## src/rtl/wbps_pkg.sv

```systemverilog
`timescale 1ns / 1ps

package wbps_pkg;

  localparam int BYTE_W     = 8;
  localparam int OUT_W      = 32;
  localparam int CFG_W      = 64;
  localparam int PAT_BYTES  = 16;
  localparam int PAT_IDX_W  = 4;
  localparam int CFG_LEN_W  = 5;
  localparam int CFG_IDX_W  = 2;

  // Configuration register indices
  typedef enum logic [CFG_IDX_W-1:0] {
    REG_PAT_LO = 2'd0,
    REG_PAT_HI = 2'd1,
    REG_CARE   = 2'd2,
    REG_LEN    = 2'd3
  } cfg_reg_t;

  // Per-cell view of the pattern: the byte this window slot must equal, and whether it is checked
  typedef struct packed {
    logic [BYTE_W-1:0] pat;
    logic              care;
  } cell_cfg_t;

endpackage

```

## src/rtl/wbps_cell.sv

```systemverilog
`timescale 1ns / 1ps

// One window slot: holds a byte and its valid bit, passes both on at each shift.
module wbps_cell import wbps_pkg::*; (
  input  logic              clk,
  input  logic              rst,
  input  logic              shift_en,
  input  logic              flush,
  input  logic [BYTE_W-1:0] din,
  input  logic              vin,
  input  cell_cfg_t         cfg,
  output logic [BYTE_W-1:0] dout,
  output logic              vout,
  output logic              hit_ok
);

  logic [BYTE_W-1:0] data;
  logic              vld;

  // compare against the byte arriving this cycle, i.e. the post-shift content
  assign hit_ok = !cfg.care || (din == cfg.pat);
  assign dout   = data;
  assign vout   = vld;

  always_ff @(posedge clk) begin
    if (rst) begin
      vld <= 1'b0;
    end else if (shift_en) begin
      vld <= flush ? 1'b0 : vin;
    end
  end

  always_ff @(posedge clk) begin
    if (shift_en) begin
      data <= din;
    end
  end

endmodule

```

## src/rtl/wildcard_byte_pattern_scanner_core.sv

```systemverilog
`timescale 1ns / 1ps

// Wildcard byte pattern scanner.
// Input stream (s_*): one buffer byte per transaction, s_tlast on the final
// byte of a buffer. Output stream (m_*): one transaction per match, carrying
// the buffer offset of the first byte of the match.
// Configuration: cfg_we/cfg_index/cfg_data write the pattern low and high
// words, the care mask and the pattern length; write only while idle.
// The window is a row of MAX_PATTERN cells that shift one byte per accepted
// transaction; all cells compare against the pattern in parallel.
// Throughput: one byte per cycle while the skid register is empty; s_tready
// drops while a stalled result sits there. A match is registered into the
// output register, or into the skid register if the receiver stalls.
// Reset clears the configuration, the window valid bits, the position
// counter and the output stage. When the receiver stalls, one further
// result is held in a skid register; s_tready drops only while that skid
// register is occupied, so the input side never waits on m_tready directly.
// The position counter saturates at all ones; no match is reported from
// the byte taken at that count onwards.
module wildcard_byte_pattern_scanner_core import wbps_pkg::*; #(
  parameter int MAX_PATTERN = 16,
  parameter int OFFSET_BITS = 32
) (
  input  logic                 clk,
  input  logic                 rst,
  // configuration write port
  input  logic                 cfg_we,
  input  logic [CFG_IDX_W-1:0] cfg_index,
  input  logic [CFG_W-1:0]     cfg_data,
  // input stream
  input  logic                 s_tvalid,
  output logic                 s_tready,
  input  logic [BYTE_W-1:0]    s_tdata,   // [7:0] data_byte
  input  logic                 s_tlast,   // end_of_buffer
  // output stream
  output logic                 m_tvalid,
  input  logic                 m_tready,
  output logic [OUT_W-1:0]     m_tdata    // [31:0] start_offset
);

  localparam int LEN_W = $clog2(MAX_PATTERN + 1);
  localparam int IDX_W = (MAX_PATTERN > 1) ? $clog2(MAX_PATTERN) : 1;

  // ---------------------------------------------------------------------
  // Configuration registers
  // ---------------------------------------------------------------------
  logic [CFG_W-1:0]     pat_lo;
  logic [CFG_W-1:0]     pat_hi;
  logic [PAT_BYTES-1:0] care_mask;
  logic [CFG_LEN_W-1:0] pat_len;

  always_ff @(posedge clk) begin
    if (rst) begin
      pat_lo    <= '0;
      pat_hi    <= '0;
      care_mask <= '0;
      pat_len   <= '0;
    end else if (cfg_we) begin
      case (cfg_reg_t'(cfg_index))
        REG_PAT_LO: pat_lo    <= cfg_data;
        REG_PAT_HI: pat_hi    <= cfg_data;
        REG_CARE:   care_mask <= cfg_data[PAT_BYTES-1:0];
        REG_LEN:    pat_len   <= cfg_data[CFG_LEN_W-1:0];
        default:    ;
      endcase
    end
  end

  // Length clamped to the window size; an over-long pattern acts as full size
  logic [LEN_W-1:0] len_eff;
  logic [LEN_W-1:0] len_m1;
  logic [2*CFG_W-1:0] pat_flat;

  assign len_eff  = (int'(pat_len) > MAX_PATTERN) ? LEN_W'(MAX_PATTERN)
                                                  : LEN_W'(pat_len);
  assign len_m1   = len_eff - LEN_W'(1);
  assign pat_flat = {pat_hi, pat_lo};

  // ---------------------------------------------------------------------
  // Cell row. Cell 0 holds the newest byte. Window slot k is checked
  // against pattern byte len-1-k, so the pattern is laid onto the row
  // right-aligned to the newest byte.
  // ---------------------------------------------------------------------
  logic                            fire;
  logic [MAX_PATTERN-1:0]          cell_vin;
  logic [MAX_PATTERN-1:0]          cell_vout;
  logic [MAX_PATTERN-1:0]          cell_ok;
  logic [MAX_PATTERN-1:0]          cell_care;
  logic [MAX_PATTERN-1:0][BYTE_W-1:0] cell_din;
  logic [MAX_PATTERN-1:0][BYTE_W-1:0] cell_dout;
  cell_cfg_t [MAX_PATTERN-1:0]     cell_cfg;

  assign fire = s_tvalid && s_tready;

  for (genvar k = 0; k < MAX_PATTERN; k++) begin : g_cell
    logic [CFG_LEN_W-1:0] pidx;

    always_comb begin
      pidx = CFG_LEN_W'(len_eff) - CFG_LEN_W'(1) - CFG_LEN_W'(k);
      if (k < int'(len_eff)) begin
        cell_cfg[k].pat  = pat_flat[pidx[PAT_IDX_W-1:0]*BYTE_W +: BYTE_W];
        cell_cfg[k].care = care_mask[pidx[PAT_IDX_W-1:0]];
      end else begin
        cell_cfg[k].pat  = '0;
        cell_cfg[k].care = 1'b0;
      end
    end

    assign cell_care[k] = cell_cfg[k].care;

    if (k == 0) begin : g_head
      assign cell_din[k] = s_tdata;
      assign cell_vin[k] = 1'b1;
    end else begin : g_link
      assign cell_din[k] = cell_dout[k-1];
      assign cell_vin[k] = cell_vout[k-1];
    end

    wbps_cell u_cell (
      .clk      (clk),
      .rst      (rst),
      .shift_en (fire),
      .flush    (s_tlast),
      .din      (cell_din[k]),
      .vin      (cell_vin[k]),
      .cfg      (cell_cfg[k]),
      .dout     (cell_dout[k]),
      .vout     (cell_vout[k]),
      .hit_ok   (cell_ok[k])
    );
  end

  // ---------------------------------------------------------------------
  // Byte position within the buffer (saturating)
  // ---------------------------------------------------------------------
  logic [OFFSET_BITS-1:0] position;
  logic                   pos_sat;

  assign pos_sat = &position;

  always_ff @(posedge clk) begin
    if (rst) begin
      position <= '0;
    end else if (fire) begin
      if (s_tlast) begin
        position <= '0;
      end else if (!pos_sat) begin
        position <= position + OFFSET_BITS'(1);
      end
    end
  end

  // ---------------------------------------------------------------------
  // Match decision and start offset
  // ---------------------------------------------------------------------
  logic                   hit;
  logic [OFFSET_BITS-1:0] start_pos;
  logic [OUT_W-1:0]       res_off;

  // window full enough: the slot holding the oldest pattern byte is valid
  assign hit = (len_eff != '0) && (|cell_care) && cell_vin[len_m1[IDX_W-1:0]]
               && (&cell_ok) && !pos_sat;

  assign start_pos = position - OFFSET_BITS'(len_m1);

  if (OFFSET_BITS >= OUT_W) begin : g_off_trunc
    assign res_off = start_pos[OUT_W-1:0];
  end else begin : g_off_ext
    assign res_off = {{(OUT_W-OFFSET_BITS){1'b0}}, start_pos};
  end

  // ---------------------------------------------------------------------
  // Output register with skid stage
  // ---------------------------------------------------------------------
  logic             res_valid;
  logic             out_free;
  logic             skid_valid;
  logic [OUT_W-1:0] skid_data;

  assign res_valid = fire && hit;
  assign out_free  = !m_tvalid || m_tready;
  assign s_tready  = !skid_valid;

  always_ff @(posedge clk) begin
    if (rst) begin
      m_tvalid   <= 1'b0;
      skid_valid <= 1'b0;
    end else if (out_free) begin
      if (skid_valid) begin
        m_tvalid   <= 1'b1;
        skid_valid <= 1'b0;
      end else begin
        m_tvalid   <= res_valid;
      end
    end else if (res_valid) begin
      skid_valid <= 1'b1;
    end
  end

  always_ff @(posedge clk) begin
    if (out_free) begin
      m_tdata <= skid_valid ? skid_data : res_off;
    end
    if (!out_free && res_valid) begin
      skid_data <= res_off;
    end
  end

endmodule

```

## config.mk

```make
export PLATFORM = sky130hd
export DESIGN_NAME = wildcard_byte_pattern_scanner_core
export DESIGN_NICKNAME = d
export VERILOG_FILES = /design/src/rtl/wbps_pkg.sv /design/src/rtl/wbps_cell.sv /design/src/rtl/wildcard_byte_pattern_scanner_core.sv
export SDC_FILE = /design/constraint.sdc
export NUM_CORES = 1
export LEC_CHECK = 0
export BUFFER_PORTS_ARGS = -buffer_cell sky130_fd_sc_hd__buf_2
export CAP_MARGIN = 40
export CORE_MARGIN = 2
export CORE_UTILIZATION = 30
export CTS_CLUSTER_DIAMETER = 50
export DETAILED_ROUTE_END_ITERATION = 8
export HOLD_SLACK_MARGIN = 0.12
export PLACE_DENSITY = 0.47
export SLEW_MARGIN = 20
export SYNTH_ARGS = -nofsm -noshare
export SYNTH_HDL_FRONTEND = slang
export SYNTH_SLANG_ARGS = --single-unit
```

## constraint.sdc

```tcl
create_clock -name clk -period 9.9 [get_ports clk]
set_clock_uncertainty 0.05 [all_clocks]
set_input_delay 1.98 -clock clk [delete_from_list [all_inputs] [get_ports clk]]
set_output_delay 1.98 -clock clk [all_outputs]
set_load 0.05 [all_outputs]
```

==> reports/metrics.cfg <==
[outcome]
status = completed

[detailed_routing]
wl_um = 111000
drc = 0
dr.pass1.iters = 6
drtIter0Drc = 2485
vias_per_cell = 5.93
wire_per_inst_um = 29.4
ant_nets = 0
vias = 22356

[worst_setup_path]
critPathCaptureType = flop
worst-path-max-fanout = 50
arrival_ns = 7.63
worstPathRequired_ns = 10.30
startpoint_type = flop
crit_type = flop to flop

[pwr]
pwr_density_cell_nw_per_um2 = 150
p_total_mw = 4.21
leakagePower_nw = 9.59
max-vdd-ir-drop_mv = 0.114

[clock_network]
ctsHoldBuffers = 0
post_cts_buffers = 0
clk_latency_ns = 0.62
cts_tree = yes
cts.sinks = 382
cts-root-buf = clkbuf_16
h-tree-depth = 2
clk_pin_slew_ns = 0.06
cts_buffers = 48
cts_resized = 0
cts_buffer_depth = 3

[placement]
place_ws_ns = 2.74
placement.cell_area_um2 = 26400
gp_congestion = 0.994
dp_hpwl_um = 86300
portBuffers = 113
dpl.cell_count = 3671

[finish]
fill_cells = 8263
multi_input_area_um2 = 14400
syn_to_final_growth_pct = 13.3
final_area_um2 = 28100
utilization_pct = 34.3
stdcell_count = 3769
nNetsFinal = 2755
drive_above_1_share_pct = 17.1
regArea_um2 = 9500

[synthesis]
syn_inst = 2623
async_flop_share_pct = 0
syn_area_um2 = 24800
synth_top_area_share_pct = 22.3
synth_cell_type_count = 85
synth_edf_count = 184
synth_nets = 2720
avgSynthCellArea_um2 = 9.44
ys.flop_type = dfxtp_1
yosys-top-cells-area = edfxtp_1 (22%), dfxtp_1 (16%), mux4_2 (8.3%)
ys_seq_area_share_pct = 38.3
synth-seq-cells = 382
synth.largest_area_cell = edfxtp_1
ys_warn_count = 0

[sta]
finalHoldViolations = 0
post-route-min-period_ns = 7.22
fin_ws_ns = 2.68
slew_headroom_pct = 28.7
tightest_slew_ns = 1.07
finalSetupViolations = 0
worst_hold_slack_ns = 0.413
rsz0062_at_grt = false
fmax_mhz = 138
period_share_pct = 73.0
tns_ns = 0
drv_slew = 0

[floorplan]
ios = 114
fp.dieW_um = 291
dieArea_um2 = 84900
fp.coreArea_um2 = 81800
die_h_um = 291
initial_core_util_pct = 30.3
rows = 105

[global_routing]
grt_max_degree = 78
track_usage_pct = 25.5
grt_overflow = 0
antenna_found_initial = 6
grt_pass1_wl_um = 158000
grt_pass1_vias = 21224

[min_path]
min_path_type = flop to flop

[run]
max_cap_viol_count = 0

[kinds of logic after synthesis]
family / synth area share (%)
adders and majority gates: 1.01
and+or+nand+nor: 17.2
buffers and inverters: 3.91
xor gates and xnor gates: 5.58
AOI/OAI and AO/OA: 16.9
DFF: 38.3
muxes: 17.1
[synth_stat cells (11+ instances only)]
master / n
a31oi_1: 13
o32ai_1: 15
clkbuf_1: 131
buf_2: 28
ha_1: 16
nand4_1: 23
nor2_1: 141
dfxtp_1: 198
a221oi_1: 12
nor3b_1: 25
mux2_2: 73
a211o_1: 17
o22ai_1: 43
a22oi_1: 31
a211oi_1: 60
nand2_1: 437
a21oi_1: 224
o211ai_1: 24
or3_1: 30
nor2b_1: 12
nand2b_1: 20
nand3_1: 44
and3b_1: 24
a32oi_1: 11
inv_1: 34
mux2i_1: 137
xnor2_1: 72
o21ai_0: 65
a21o_1: 11
nor3_1: 37
mux4_2: 91
edfxtp_1: 184
nor4_1: 18
nand3b_1: 24
xor2_1: 84
o21a_1: 11
buf_1: 23
[registers in the layout (all words and copies together), names as in the netlist]
name and flops:
care_mask 16, g_cell.u_cell.dout 120, g_cell.u_cell.vout 15, m_tdata 32
m_tvalid 1, pat_hi 64, pat_len 5, pat_lo 64
position 32, skid_data 32, skid_valid 1
[power breakdown]
group	switching [mW]	internal [mW]	total, mW
Sequential	0.0923	1.71	1.80
Clock	0.721	0.986	1.71
Combinational	0.448	0.247	0.695
Total	1.26	2.94	4.21
[final cells by class]
cell class | instances | share of cell area, %
Inverter | 42 | 0.580
Multi-Input combinational cell | 2007 | 51.2
Antenna cell | 3 | 0.0268
Clock buffer | 64 | 4.74
Sequential cell | 382 | 33.8
Clock inverter | 24 | 0.852
Tap cell | 1070 | 4.77
Timing Repair Buffer | 177 | 3.97
[routing by layer]
metal | global-route usage (%) | vias up | part of all wire, % | routed length [um]
met3 | 3.90 | 243 | 7.6 | 8370
met2 | 40.4 | 1108 | 45 | 50300
met5 | 0 | - | 0.012 | 13
met1 | 34.2 | 11115 | 42 | 46300
met4 | 11.7 | 2 | 5.3 | 5830
li1 | - | 9888 | - | -
[worst paths after layout]
path,from,endpoint,slack [ns],cells after the start
setup / recovery,pat_len[4]$_SDFFE_PP0P_,m_tvalid$_SDFFE_PP0P_,2.68,17
hold / removal,g_cell[5].u_cell.vout$_SDFFE_PP0P_,g_cell[5].u_cell.vout$_SDFFE_PP0P_,0.41,2
setup reg to reg,pat_len[4]$_SDFFE_PP0P_,m_tvalid$_SDFFE_PP0P_,2.68,17
hold reg to reg,g_cell[5].u_cell.vout$_SDFFE_PP0P_,g_cell[5].u_cell.vout$_SDFFE_PP0P_,0.41,2
[cell usage in the layout (no fill, tap or decap), types with 10 or more instances in the layout]
cell | netlist | final
nor3_1 | 37 | 36
o32ai_1 | 15 | 14
nor2b_1 | 12 | 12
xor2_1 | 84 | 84
mux4_2 | 91 | 91
buf_2 | 28 | 116
a22oi_1 | 31 | 31
xnor2_1 | 72 | 72
nand2_1 | 437 | 437
ha_1 | 16 | 15
dfxtp_1 | 198 | 196
nand4_1 | 23 | 23
a211o_1 | 17 | 17
or3_1 | 30 | 30
mux2_2 | 73 | 73
o21ai_0 | 65 | 65
a32oi_1 | 11 | 11
a21o_1 | 11 | 11
inv_1 | 34 | 33
nand3_1 | 44 | 44
a211oi_1 | 60 | 60
buf_4 | 6 | 55
edfxtp_1 | 184 | 184
nor2_1 | 141 | 141
or2_2 | 10 | 10
nand3b_1 | 24 | 24
clkbuf_16 | 0 | 48
and3b_1 | 24 | 23
o21a_1 | 11 | 11
o211ai_1 | 24 | 24
mux2i_1 | 137 | 137
o22ai_1 | 43 | 43
nand2b_1 | 20 | 19
a31oi_1 | 13 | 13
nor4_1 | 18 | 18
a221oi_1 | 12 | 12
a21oi_1 | 224 | 224
nor3b_1 | 25 | 23
[critical path, stage by stage (launching register included)]
cell and delay, ns:
dfxtp_4 0.69, nor2b_4 0.09, inv_4 0.58, ha_1 0.44, xnor2_4 0.15, buf_4 0.47, ha_1 0.64, inv_2 0.75
mux4_2 0.34, mux2i_1 0.17, nand3_1 0.17, nand3_1 0.19, nand4_1 0.19, nor3_1 0.08, or4_1 0.40, or4b_1 0.49
or4_4 0.57, o31ai_1 0.51
No activity file was read; power rests on OpenSTA's default activity.
